<file path="src/hdl/cc20_pkg.sv">
package cc20_pkg;

   localparam int CC20_CSR_INDEX_W = 3;
   localparam int CC20_CSR_DATA_W  = 64;

   localparam logic [CC20_CSR_INDEX_W-1:0] CC20_CSR_KEY_0      = 3'd0;
   localparam logic [CC20_CSR_INDEX_W-1:0] CC20_CSR_KEY_1      = 3'd1;
   localparam logic [CC20_CSR_INDEX_W-1:0] CC20_CSR_KEY_2      = 3'd2;
   localparam logic [CC20_CSR_INDEX_W-1:0] CC20_CSR_KEY_3      = 3'd3;
   localparam logic [CC20_CSR_INDEX_W-1:0] CC20_CSR_NONCE_LOW  = 3'd4;
   localparam logic [CC20_CSR_INDEX_W-1:0] CC20_CSR_NONCE_HIGH = 3'd5;
   localparam logic [CC20_CSR_INDEX_W-1:0] CC20_CSR_INIT_CTR   = 3'd6;

   localparam int CC20_DOUBLE_ROUNDS = 10;

   localparam logic [31:0] CC20_SIGMA_0 = 32'h61707865;
   localparam logic [31:0] CC20_SIGMA_1 = 32'h3320646e;
   localparam logic [31:0] CC20_SIGMA_2 = 32'h79622d32;
   localparam logic [31:0] CC20_SIGMA_3 = 32'h6b206574;

   typedef logic [15:0][31:0] cc20_words_type;

   // commands from the controller to the datapath
   typedef struct packed {
      logic accept;
      logic load;
      logic out_direct;
      logic qr_first;
      logic qr_second;
      logic diag;
      logic undiag;
      logic finish;
   } cc20_cmd_type;

   typedef struct packed {
      logic pos_zero;
   } cc20_status_type;

endpackage

</file>
<file path="src/hdl/cc20_req_if.sv">
interface cc20_req_if;
   logic       valid;
   logic       ready;
   logic [7:0] in_byte;
   logic       last_byte;

   modport source (output valid, output in_byte, output last_byte, input ready);
   modport sink   (input valid, input in_byte, input last_byte, output ready);
endinterface

</file>
<file path="src/hdl/cc20_rsp_if.sv">
interface cc20_rsp_if;
   logic       valid;
   logic       ready;
   logic [7:0] out_byte;
   logic       out_last;

   modport source (output valid, output out_byte, output out_last, input ready);
   modport sink   (input valid, input out_byte, input out_last, output ready);
endinterface

</file>
<file path="src/hdl/chacha20_stream_cipher.sv">
// channel   dir  transfer                     payload
// req_chan  in   valid && ready               in_byte[7:0], last_byte
// rsp_chan  out  valid && ready               out_byte[7:0], out_last
// csr_*     in   csr_we (no wait, no read)    csr_index[2:0], csr_wdata[63:0]
//
// A byte inside a 64-byte block is taken and its result registered at the same
// edge. A byte at block position 0 first builds a keystream block on one shared
// half-quarter-round unit: 10 x (16 half steps + 2 row shifts) plus a final
// add, which registers its result; no new byte is taken until the block is done.
// Reset is synchronous and clears the CSR registers, controller state, block
// counter and position; the data and output registers are not reset.
// A result holds in the output register until taken; a new byte is taken
// only while that register is empty or being emptied in the same cycle.
module chacha20_stream_cipher (
   input  logic                                  clock,
   input  logic                                  reset,
   cc20_req_if.sink                              req_chan,
   cc20_rsp_if.source                            rsp_chan,
   input  logic                                  csr_we,
   input  logic [cc20_pkg::CC20_CSR_INDEX_W-1:0] csr_index,
   input  logic [cc20_pkg::CC20_CSR_DATA_W-1:0]  csr_wdata
);
   import cc20_pkg::*;

   cc20_cmd_type    cmd;
   cc20_status_type status;
   logic            req_ready;
   logic            rsp_valid;
   logic [7:0]      out_byte;
   logic            out_last;

   cc20_ctrl u_ctrl (
      .clock     (clock),
      .reset     (reset),
      .req_valid (req_chan.valid),
      .req_ready (req_ready),
      .rsp_valid (rsp_valid),
      .rsp_ready (rsp_chan.ready),
      .status    (status),
      .cmd       (cmd)
   );

   cc20_datapath u_datapath (
      .clock     (clock),
      .reset     (reset),
      .cmd       (cmd),
      .status    (status),
      .in_byte   (req_chan.in_byte),
      .last_byte (req_chan.last_byte),
      .out_byte  (out_byte),
      .out_last  (out_last),
      .csr_we    (csr_we),
      .csr_index (csr_index),
      .csr_wdata (csr_wdata)
   );

   assign req_chan.ready    = req_ready;
   assign rsp_chan.valid    = rsp_valid;
   assign rsp_chan.out_byte = out_byte;
   assign rsp_chan.out_last = out_last;

endmodule

</file>
<file path="src/hdl/cc20_ctrl.sv">
module cc20_ctrl (
   input  logic                      clock,
   input  logic                      reset,
   input  logic                      req_valid,
   output logic                      req_ready,
   output logic                      rsp_valid,
   input  logic                      rsp_ready,
   input  cc20_pkg::cc20_status_type status,
   output cc20_pkg::cc20_cmd_type    cmd
);
   import cc20_pkg::*;

   typedef enum logic [5:0] {
      S_IDLE   = 6'b000001,
      S_COL    = 6'b000010,
      S_DIAG   = 6'b000100,
      S_DIAGQ  = 6'b001000,
      S_UNDIAG = 6'b010000,
      S_FINAL  = 6'b100000
   } state_type;

   state_type  state_ff, state_in;
   logic [2:0] step_ff, step_in;
   logic [3:0] round_ff, round_in;
   logic       rsp_valid_ff, rsp_valid_in;
   logic       accept;

   assign req_ready = (state_ff == S_IDLE) && (!rsp_valid_ff || rsp_ready);
   assign accept    = req_valid && req_ready;
   assign rsp_valid = rsp_valid_ff;

   always_comb begin
      state_in = state_ff;
      step_in  = step_ff;
      round_in = round_ff;
      cmd      = '0;
      case (state_ff)
         S_IDLE: begin
            cmd.accept     = accept;
            cmd.load       = accept && status.pos_zero;
            cmd.out_direct = accept && !status.pos_zero;
            if (accept && status.pos_zero) begin
               state_in = S_COL;
               step_in  = '0;
               round_in = '0;
            end
         end
         S_COL: begin
            cmd.qr_first  = !step_ff[0];
            cmd.qr_second = step_ff[0];
            step_in       = step_ff + 3'd1;
            if (step_ff == 3'd7) state_in = S_DIAG;
         end
         S_DIAG: begin
            cmd.diag = 1'b1;
            state_in = S_DIAGQ;
         end
         S_DIAGQ: begin
            cmd.qr_first  = !step_ff[0];
            cmd.qr_second = step_ff[0];
            step_in       = step_ff + 3'd1;
            if (step_ff == 3'd7) state_in = S_UNDIAG;
         end
         S_UNDIAG: begin
            cmd.undiag = 1'b1;
            if (round_ff == 4'(CC20_DOUBLE_ROUNDS - 1)) begin
               state_in = S_FINAL;
            end else begin
               round_in = round_ff + 4'd1;
               state_in = S_COL;
            end
         end
         S_FINAL: begin
            cmd.finish = 1'b1;
            state_in   = S_IDLE;
         end
         default: begin
            state_in = S_IDLE;
         end
      endcase
   end

   always_comb begin
      rsp_valid_in = rsp_valid_ff && !rsp_ready;
      if (cmd.out_direct || cmd.finish) rsp_valid_in = 1'b1;
   end

   always_ff @(posedge clock) begin
      if (reset) begin
         state_ff     <= S_IDLE;
         step_ff      <= '0;
         round_ff     <= '0;
         rsp_valid_ff <= 1'b0;
      end else begin
         state_ff     <= state_in;
         step_ff      <= step_in;
         round_ff     <= round_in;
         rsp_valid_ff <= rsp_valid_in;
      end
   end

endmodule

</file>
<file path="src/hdl/cc20_datapath.sv">
module cc20_datapath (
   input  logic                                  clock,
   input  logic                                  reset,
   input  cc20_pkg::cc20_cmd_type                cmd,
   output cc20_pkg::cc20_status_type             status,
   input  logic [7:0]                            in_byte,
   input  logic                                  last_byte,
   output logic [7:0]                            out_byte,
   output logic                                  out_last,
   input  logic                                  csr_we,
   input  logic [cc20_pkg::CC20_CSR_INDEX_W-1:0] csr_index,
   input  logic [cc20_pkg::CC20_CSR_DATA_W-1:0]  csr_wdata
);
   import cc20_pkg::*;

   logic [63:0]    key_ff [4];
   logic [63:0]    nonce_low_ff;
   logic [31:0]    nonce_high_ff;
   logic [31:0]    init_ctr_ff;
   logic [31:0]    blk_ctr_ff, blk_ctr_in;
   logic [5:0]     pos_ff, pos_in;
   logic           active_ff, active_in;
   logic [31:0]    used_ctr_ff;
   logic [7:0]     byte_ff;
   logic           last_ff;
   logic [7:0]     out_byte_ff;
   logic           out_last_ff;
   cc20_words_type work_ff, work_in;
   cc20_words_type ks_ff;
   cc20_words_type ks_sum;
   cc20_words_type init_used;
   cc20_words_type col;
   logic [31:0]    a1, b1, c1, d1, a2, b2, c2, d2, tx;
   logic [31:0]    ks_word, ks_shift;

   function automatic cc20_words_type init_state(input logic [31:0] ctr);
      cc20_words_type s;
      s[0]  = CC20_SIGMA_0;
      s[1]  = CC20_SIGMA_1;
      s[2]  = CC20_SIGMA_2;
      s[3]  = CC20_SIGMA_3;
      s[4]  = key_ff[0][31:0];
      s[5]  = key_ff[0][63:32];
      s[6]  = key_ff[1][31:0];
      s[7]  = key_ff[1][63:32];
      s[8]  = key_ff[2][31:0];
      s[9]  = key_ff[2][63:32];
      s[10] = key_ff[3][31:0];
      s[11] = key_ff[3][63:32];
      s[12] = ctr;
      s[13] = nonce_low_ff[31:0];
      s[14] = nonce_low_ff[63:32];
      s[15] = nonce_high_ff;
      return s;
   endfunction

   assign status.pos_zero = (pos_ff == 6'd0);
   assign out_byte        = out_byte_ff;
   assign out_last        = out_last_ff;

   // quarter-round unit, one half per cycle, always on column 0
   always_comb begin
      tx = work_ff[12] ^ (work_ff[0] + work_ff[4]);
      a1 = work_ff[0] + work_ff[4];
      d1 = {tx[15:0], tx[31:16]};
      c1 = work_ff[8] + d1;
      tx = work_ff[4] ^ c1;
      b1 = {tx[19:0], tx[31:20]};

      a2 = work_ff[0] + work_ff[4];
      tx = work_ff[12] ^ a2;
      d2 = {tx[23:0], tx[31:24]};
      c2 = work_ff[8] + d2;
      tx = work_ff[4] ^ c2;
      b2 = {tx[24:0], tx[31:25]};
   end

   always_comb begin
      init_used = init_state(used_ctr_ff);
      for (int i = 0; i < 16; i++) begin
         ks_sum[i] = work_ff[i] + init_used[i];
      end
   end

   always_comb begin
      col      = work_ff;
      col[0]   = a2;
      col[4]   = b2;
      col[8]   = c2;
      col[12]  = d2;
      work_in  = work_ff;
      if (cmd.load) begin
         work_in = init_state(blk_ctr_ff);
      end else if (cmd.qr_first) begin
         work_in[0]  = a1;
         work_in[4]  = b1;
         work_in[8]  = c1;
         work_in[12] = d1;
      end else if (cmd.qr_second) begin
         // finish the quarter round, then bring the next column to the front
         for (int r = 0; r < 4; r++) begin
            for (int j = 0; j < 4; j++) begin
               work_in[4*r+j] = col[4*r+((j+1)&3)];
            end
         end
      end else if (cmd.diag) begin
         for (int r = 0; r < 4; r++) begin
            for (int j = 0; j < 4; j++) begin
               work_in[4*r+j] = work_ff[4*r+((j+r)&3)];
            end
         end
      end else if (cmd.undiag) begin
         for (int r = 0; r < 4; r++) begin
            for (int j = 0; j < 4; j++) begin
               work_in[4*r+j] = work_ff[4*r+((j+4-r)&3)];
            end
         end
      end
   end

   always_comb begin
      pos_in     = pos_ff;
      active_in  = active_ff;
      blk_ctr_in = blk_ctr_ff;
      if (cmd.accept) begin
         active_in = !last_byte;
         if (last_byte) begin
            pos_in     = '0;
            blk_ctr_in = init_ctr_ff;
         end else begin
            pos_in = pos_ff + 6'd1;
            if (status.pos_zero) blk_ctr_in = blk_ctr_ff + 32'd1;
         end
      end else if (csr_we && csr_index == CC20_CSR_INIT_CTR && !active_ff) begin
         blk_ctr_in = csr_wdata[31:0];
      end
   end

   assign ks_word  = ks_ff[pos_ff[5:2]];
   assign ks_shift = ks_word >> {pos_ff[1:0], 3'b000};

   always_ff @(posedge clock) begin
      if (reset) begin
         for (int i = 0; i < 4; i++) key_ff[i] <= '0;
         nonce_low_ff  <= '0;
         nonce_high_ff <= '0;
         init_ctr_ff   <= '0;
         blk_ctr_ff    <= '0;
         pos_ff        <= '0;
         active_ff     <= 1'b0;
      end else begin
         blk_ctr_ff <= blk_ctr_in;
         pos_ff     <= pos_in;
         active_ff  <= active_in;
         if (csr_we) begin
            case (csr_index)
               CC20_CSR_KEY_0:      key_ff[0]     <= csr_wdata;
               CC20_CSR_KEY_1:      key_ff[1]     <= csr_wdata;
               CC20_CSR_KEY_2:      key_ff[2]     <= csr_wdata;
               CC20_CSR_KEY_3:      key_ff[3]     <= csr_wdata;
               CC20_CSR_NONCE_LOW:  nonce_low_ff  <= csr_wdata;
               CC20_CSR_NONCE_HIGH: nonce_high_ff <= csr_wdata[31:0];
               CC20_CSR_INIT_CTR:   init_ctr_ff   <= csr_wdata[31:0];
               default: ;
            endcase
         end
      end
   end

   always_ff @(posedge clock) begin
      work_ff <= work_in;
      if (cmd.load) begin
         used_ctr_ff <= blk_ctr_ff;
         byte_ff     <= in_byte;
         last_ff     <= last_byte;
      end
      if (cmd.out_direct) begin
         out_byte_ff <= in_byte ^ ks_shift[7:0];
         out_last_ff <= last_byte;
      end else if (cmd.finish) begin
         ks_ff       <= ks_sum;
         out_byte_ff <= byte_ff ^ ks_sum[0][7:0];
         out_last_ff <= last_ff;
      end
   end

endmodule
</file>
<file path="src/flat_wrapper.sv">
// flat-port wrapper written by rule: the top's interface ports become plain ports
module chacha20_stream_cipher_flat import cc20_pkg::*;
  (clock, reset, csr_we, csr_index, csr_wdata, req_chan_valid, req_chan_in_byte, req_chan_last_byte, req_chan_ready, rsp_chan_valid, rsp_chan_out_byte, rsp_chan_out_last, rsp_chan_ready);
  cc20_req_if req_chan_i ();
  cc20_rsp_if rsp_chan_i ();
  input  logic clock;
  input  logic reset;
  input  logic csr_we;
  input  logic [cc20_pkg::CC20_CSR_INDEX_W-1:0] csr_index;
  input  logic [cc20_pkg::CC20_CSR_DATA_W-1:0] csr_wdata;
  input wire logic [$bits(req_chan_i.valid)-1:0] req_chan_valid;
  input wire logic [$bits(req_chan_i.in_byte)-1:0] req_chan_in_byte;
  input wire logic [$bits(req_chan_i.last_byte)-1:0] req_chan_last_byte;
  output wire logic [$bits(req_chan_i.ready)-1:0] req_chan_ready;
  output wire logic [$bits(rsp_chan_i.valid)-1:0] rsp_chan_valid;
  output wire logic [$bits(rsp_chan_i.out_byte)-1:0] rsp_chan_out_byte;
  output wire logic [$bits(rsp_chan_i.out_last)-1:0] rsp_chan_out_last;
  input wire logic [$bits(rsp_chan_i.ready)-1:0] rsp_chan_ready;
  assign req_chan_i.valid = req_chan_valid;
  assign req_chan_i.in_byte = req_chan_in_byte;
  assign req_chan_i.last_byte = req_chan_last_byte;
  assign req_chan_ready = req_chan_i.ready;
  assign rsp_chan_valid = rsp_chan_i.valid;
  assign rsp_chan_out_byte = rsp_chan_i.out_byte;
  assign rsp_chan_out_last = rsp_chan_i.out_last;
  assign rsp_chan_i.ready = rsp_chan_ready;
  chacha20_stream_cipher u_core (.clock(clock), .reset(reset), .req_chan(req_chan_i), .rsp_chan(rsp_chan_i), .csr_we(csr_we), .csr_index(csr_index), .csr_wdata(csr_wdata));
endmodule
</file>
<file path="config.mk">
export PLATFORM = sky130hd
export DESIGN_NAME = chacha20_stream_cipher_flat
export DESIGN_NICKNAME = d
export VERILOG_FILES = /design/src/hdl/cc20_pkg.sv /design/src/hdl/cc20_req_if.sv /design/src/hdl/cc20_rsp_if.sv /design/src/hdl/chacha20_stream_cipher.sv /design/src/hdl/cc20_ctrl.sv /design/src/hdl/cc20_datapath.sv /design/src/flat_wrapper.sv
export SDC_FILE = /design/constraint.sdc
export NUM_CORES = 2
export LEC_CHECK = 0
export CORE_MARGIN = 2
export CORE_UTILIZATION = 50
export DETAILED_ROUTE_END_ITERATION = 10
export DONT_BUFFER_PORTS = 1
export MAX_ROUTING_LAYER = met4
export PLACE_DENSITY_LB_ADDON = 0.1
export SLEW_MARGIN = 30
export SYNTH_ARGS = -nofsm -noshare
export SYNTH_HDL_FRONTEND = slang
export SYNTH_SLANG_ARGS = --single-unit
</file>
<file path="constraint.sdc">
create_clock -name clock -period 22.1 [get_ports clock]
set_input_delay 2.21 -clock clock [delete_from_list [all_inputs] [get_ports clock]]
set_output_delay 2.21 -clock clock [all_outputs]
set_load 0.01 [all_outputs]
</file>
# Word level (Yosys, flattened, before mapping)

Memories as Yosys holds them, arrays and structs flattened.
Index checks and enable logic that the tools add are counted.

Bits in registers: 1,255
RAM bits: 256
Input bits: 81
Output and inout port bits: 11
Logic and storage cells: 200
Memories: 1

$add $sub $neg: 23
Order comparisons: 1
Eq/ne operators: 20
Shift-type cells: 1
Mux-type cells: 61
Bitwise operators: 11
Reduce and logical (&&, ||, !) cells: 35

Memories:

| memory                   | depth | width | rd ports | clocked after memory_dff | write ports | line                | source |
|---|---|---|---|---|---|---|---|
| u_core.u_datapath.key_ff | 4     | 64    | 4        | 0                        | 4           | cc20_datapath.sv:16 | `logic [63:0] key_ff [4];` |

Operator list:

| kind                   | number |
|---|---|
| $mux 512               | 4 |
| $add 32x32->32         | 15 |
| $mux 96                | 4 |
| $mux 32                | 9 |
| $mux 64                | 4 |
| $bmux 32 s4            | 1 |
| $add 32x31->32 const B | 3 |
| $xor 32x32->32         | 3 |
| $add 32x1->32 const B  | 1 |
| $add 32x30->32 const B | 1 |
| $shr 32x5->8           | 1 |
| $mux 6                 | 5 |
| $pmux 6 s5             | 1 |
| $mux 1                 | 24 |
| $mux 8                 | 2 |
| $reduce_and 2->1       | 8 |
| $xor 8x8->8            | 2 |
| $eq 3x3->1 const B     | 4 |
| $reduce_bool 2->1      | 5 |
| $mux 4                 | 2 |
| $pmux 4 s2             | 1 |
| $logic_and 1x1->1      | 7 |
| $add 6x1->6 const B    | 1 |
| $eq 3x2->1 const B     | 2 |
| other kinds (27)       | 42 |

# Logic depth before layout (Yosys ltp)

Depth after elaboration: 8
Mapped depth: 25
Gate-level depth less buffers: 25

# Cells and area by module

Synthesis repeated with hierarchy kept, for this count alone.

Cell total of the unflattened synthesis: 8,632
Area, all modules: 89,753.6 µm²

Modules (own cells, without submodules):

| module        | times used | cells an instance | area each (µm²) | sequential area each (µm²) |
|---|---|---|---|---|
| cc20_datapath | 1          | 8,534             | 88,892.8        | 42,000.3 |
| cc20_ctrl     | 1          | 98                | 860.8           | 280.3 |

# Worst setup path before layout

No wires, ideal clock.

Path type: input port to flip-flop
Start point: in rsp_chan_ready
End point: reg u_core.u_datapath.work_ff, in the netlist u_core.u_datapath.col[160], enable pin
Setup time: 1.108 ns
Arrival: 17.478 ns
Required time: 20.992 ns
Path slack: 3.514 ns
Stages on the path: 8
Buffers on the path: 3
Cells stage by stage: nand2b_1 > nor2b_1 > and2_1 > clkbuf_1 > nand2_1 > clkbuf_1 > clkbuf_1 > a31oi_1

Word-level cells in the longest chain between the ends: 7
Elaborated cells between the ends (all ways): 8
Classes of those cells: eq/ne: 1; mux: 1; reduce/logical: 6

RTL lines:

| item                                                             | line                 | source |
|---|---|---|
| start, declared                                                  | flat_wrapper.sv:18   | `input wire logic [$bits(rsp_chan_i.ready)-1:0] rsp_chan_ready;` |
| $logic_or 1x1->1 (*)                                             | cc20_ctrl.sv:28      | `assign req_ready = (state_ff == S_IDLE) && (!rsp_valid_ff \|\| rsp_ready);` |
| $logic_and 1x1->1 (*)                                            | cc20_ctrl.sv:28      |  |
| net req_chan_ready                                               | flat_wrapper.sv:14   | `output wire logic [$bits(req_chan_i.ready)-1:0] req_chan_ready;` |
| $logic_and 1x1->1 (*)                                            | cc20_ctrl.sv:29      | `assign accept = req_valid && req_ready;` |
| $logic_and 1x1->1 (*)                                            | cc20_ctrl.sv:40      | `cmd.load = accept && status.pos_zero;` |
| $mux 3 (*)                                                       | cc20_ctrl.sv:37      | `case (state_ff)` |
| $ne 2x1->1 (no line) / $reduce_bool 4->1 (equally long branches) | -                    |  |
| $reduce_and 2->1 (no line) (*)                                   | -                    |  |
| end signal, assigned                                             | cc20_datapath.sv:171 | `work_ff <= work_in;` |
| end, declared                                                    | cc20_datapath.sv:28  | `cc20_words_type work_ff, work_in;` |

Mark *: on every way through the listed nets, which the timed path passes. The rest lies on a longest branch.
A chain may end at the register's enable or synchronous reset.

==> flow_summary_export.csv <==
group,metric,value,unit
job,maxCapViolCount,0,
critical_path,ff2ff_path_depth,25,
clock_tree,cts_tree,"built",
clock_tree,cts_resized,0,
critical_path,crit_path_start_kind,"flop",
sta,hold_ws,0.449,ns
floorplanning,fp.dieW,421,um
critical_path,critPathCaptureType,"flop",
detailed_routing,drt_iter0_drc,10400,
yosys,synth.area.top_cells,"edfxtp_1 41%, dfxtp_1 7.1%, ha_1 6.9%",
critical_path,critPathRequiredTime,22.66,ns
clock_tree,cts_root_buf,"clkbuf_16",
yosys,syn_nets,9055,
cells_and_area,drive_above_1_share,0.0792,
floorplanning,row_count,153,
sta,post-route-period-util,0.364,
floorplanning,dieHeight,421,um
detailed_routing,postRouteAntennaNets,0,
power,ir_drop,215,uV
yosys,synth_edf_count,1202,
yosys,synth_common_cells,"1355 x nand2_1, 1202 x edfxtp_1, 720 x a21oi_1",
floorplanning,initial_core_util,0.502,
power,power_density,187,nW/um^2
sta,finalMaxSlewViolations,0,
critical_path,path_class,"flop to flop",
yosys,yosysMostFrequentCell,"nand2_1",
critical_path,cpMaxStageDelayCell,"xnor2_1",
critical_path,critical_path_arrival,8.61,ns
sta,clock_skew,0.0395,ns
detailed_routing,detail_route.wl_per_cell,33.5,um
clock_tree,cts_max_level,4,
critical_path,worstSetupPathDepth,25,
floorplanning,pin_count,92,
power,power.leakage,0.0357,uW
yosys,postSynthCellCount,8479,
yosys,yosysTopAreaCell,"edfxtp_1",
critical_path,crit_fanout,6,
grt,grt_pass1_wl,509000,um
clock_tree,clk_pin_slew_worst_paths,0.06,ns
sta,setup_viol,0,
hold_path,holdPathEnd,"u_core.u_datapath.init_ctr_ff[19]",
hold_path,worstHoldPathType,"flop to flop",
run_status,status,"complete, no violations",
detailed_routing,drc,0,
sta,tns,0,ns
critical_path,slowest_delay,0.63,ns
yosys,ys_seq_elements,1511,
grt,grt_max_degree,187,
clock_tree,numCtsBuffers,172,
clock_tree,cts_sinks,1511,
sta,rsz0062_at_grt,"false",
place,hpwl,275000,um
yosys,ys_seq_area_frac,0.486,
yosys,yosysWarnings,0,
cells_and_area,nNetsFinal,8973,
place,gp_congestion,1.06,
detailed_routing,vias_per_cell,6.52,
critical_path,cp_top_family,"compound AO/OA/AOI/OAI gates",
yosys,avgSynthCellArea,10.3,um^2
yosys,synthDistinctLibCells,103,
sta,fin_crit,8.05,ns
critical_path,critPathBufInv,2,
cells_and_area,multiInputGateArea,43100,um^2
critical_path,crit_top_cell,"a21oi_1",
clock_tree,worstSkewPairLatency,0.86,ns
clock_tree,clock_path_buffers,3,
detailed_routing,wl,367000,um
clock_tree,hold_buffers,0,
hold_path,hold_depth,2,
grt,antenna_found_initial,61,
sta,slew-limit-headroom,0.249,
yosys,synthArstFlopShare,0,
yosys,synth_top_area_share,0.415,
sta,finalHoldViolCount,0,
floorplanning,core-area,173000,um^2
floorplanning,die_area,177000,um^2
grt,gr-total-overflow,0,
yosys,synth_area,87000,um^2
cells_and_area,area_growth,10.1,%
sta,timing.fmax,124,MHz
critical_path,timing.rr.start,"u_core.u_datapath.work_ff[132]",
yosys,synthFlopType,"edfxtp_1",
critical_path,r2r_end,"u_core.u_datapath.col[249]",
detailed_routing,dr.pass1.iters,6,
grt,grt_pass1_vias,66200,
critical_path,reg2reg_slack,14.05,ns
detailed_routing,vias,71500,
cells_and_area,seqCellArea,42300,um^2
clock_tree,postCtsSetupRepairBufs,0,
hold_path,worstHoldStart,"u_core.u_datapath.init_ctr_ff[19]",
place,portBuffers,0,
sta,tightest_slew,1.12,ns
grt,grt_usage,0.418,
cells_and_area,fillers,15200,
-- placed cells by master, fill, tap and decap left out, types with 203 or more instances in the layout --
master,synthesis,layout
a21o_1,207,203
a21oi_1,720,719
a31oi_1,280,279
and2_1,292,291
dfxtp_1,309,303
edfxtp_1,1202,1202
ha_1,480,480
nand2_1,1355,1351
nor2_1,700,691
o21ai_0,336,335
xnor2_1,428,409
xor2_1,229,222
-- kinds of logic after synthesis --
logic type / Yosys count / share of synthesized area
simple gates: 2949 / 0.151
compound gates: 2105 / 0.153
flops: 1511 / 0.486
xor+xnor: 666 / 0.0683
buf+inv: 560 / 0.0244
fa+ha+maj: 495 / 0.0725
mux: 193 / 0.0454
-- how the worst max path moves through the flow --
stage,start,endpoint,slack (ns)
floorplan,rsp_chan_ready,u_core.u_datapath.col[160],3.51
global placement,u_core.u_datapath.work_ff[132],u_core.u_datapath.work_ff[135],14.10
detailed placement,u_core.u_datapath.work_ff[132],u_core.u_datapath.col[249],14.11
CTS,u_core.u_datapath.work_ff[132],u_core.u_datapath.col[249],14.05
global route,u_core.u_datapath.work_ff[132],u_core.u_datapath.col[249],13.81
finish,u_core.u_datapath.work_ff[132],u_core.u_datapath.col[249],14.05
-- metal layers --
layer / GRT usage / wire length (um) / vias up
met3: 0.120 / 45500 / 687
met2: 0.601 / 158000 / 4357
met5: - / 0 / -
li1: - / - / 31000
met4: 0.178 / 17700 / 0
met1: 0.550 / 146000 / 35500
-- report_power, final --
part | internal, uW | total [uW] | switching (uW)
clock | 1630 | 2880 | 1250
combinational | 3260 | 10500 | 7250
sequential | 3870 | 4540 | 665
-- stage by stage --
step                      instance area [um^2]  cells  worst slack, ns  power, uW  utilization
after global routing                     95700  10900            13.81      18400        0.552
after global placement                   89800  10500            14.10      14500        0.518
after detailed placement                 89900  10500            14.11      14600        0.519
after CTS                                95500  10900            14.05      17500        0.550
after floorplan                          87000   8479             3.51       9940            -
final                                    95800  11000            14.05      17900        0.552
-- worst register-to-register path, stage by stage, from the launching register on --
cell,delay [ns]
edfxtp_1,0.61
ha_1,0.45
a2111o_1,0.42
a21oi_1,0.26
o31ai_2,0.16
a221o_1,0.48
o31ai_4,0.41
o21bai_1,0.13
a21oi_1,0.24
xor2_2,0.58
xnor2_1,0.22
buf_4,0.26
ha_1,0.21
inv_1,0.07
fa_1,0.43
nor2b_1,0.18
o21bai_1,0.12
a21oi_1,0.38
o21ai_0,0.22
o21ai_0,0.30
a21o_1,0.29
a41oi_1,0.16
xnor2_1,0.63
xor2_1,0.14
a221oi_1,0.32
a21oi_1,0.11
-- cell type report --
type / count / share of cell area
multi-input combinational: 6408 / 0.450
sequential: 1511 / 0.442
clock buffer: 245 / 0.0496
tap: 2325 / 0.0304
timing repair buffer: 143 / 0.0118
clock inverter: 75 / 0.00812
inverter: 161 / 0.00639
antenna: 92 / 0.00240
-- registers in the layout, summed over array words and instances (netlist names), 32 cells and up --
name	cells
u_core.u_datapath.blk_ctr_ff	32
u_core.u_datapath.col	384
u_core.u_datapath.init_ctr_ff	32
u_core.u_datapath.key_ff	256
u_core.u_datapath.ks_ff	512
u_core.u_datapath.nonce_high_ff	32
u_core.u_datapath.nonce_low_ff	64
u_core.u_datapath.used_ctr_ff	32
u_core.u_datapath.work_ff	128
Power figures use the tool's default switching activity.
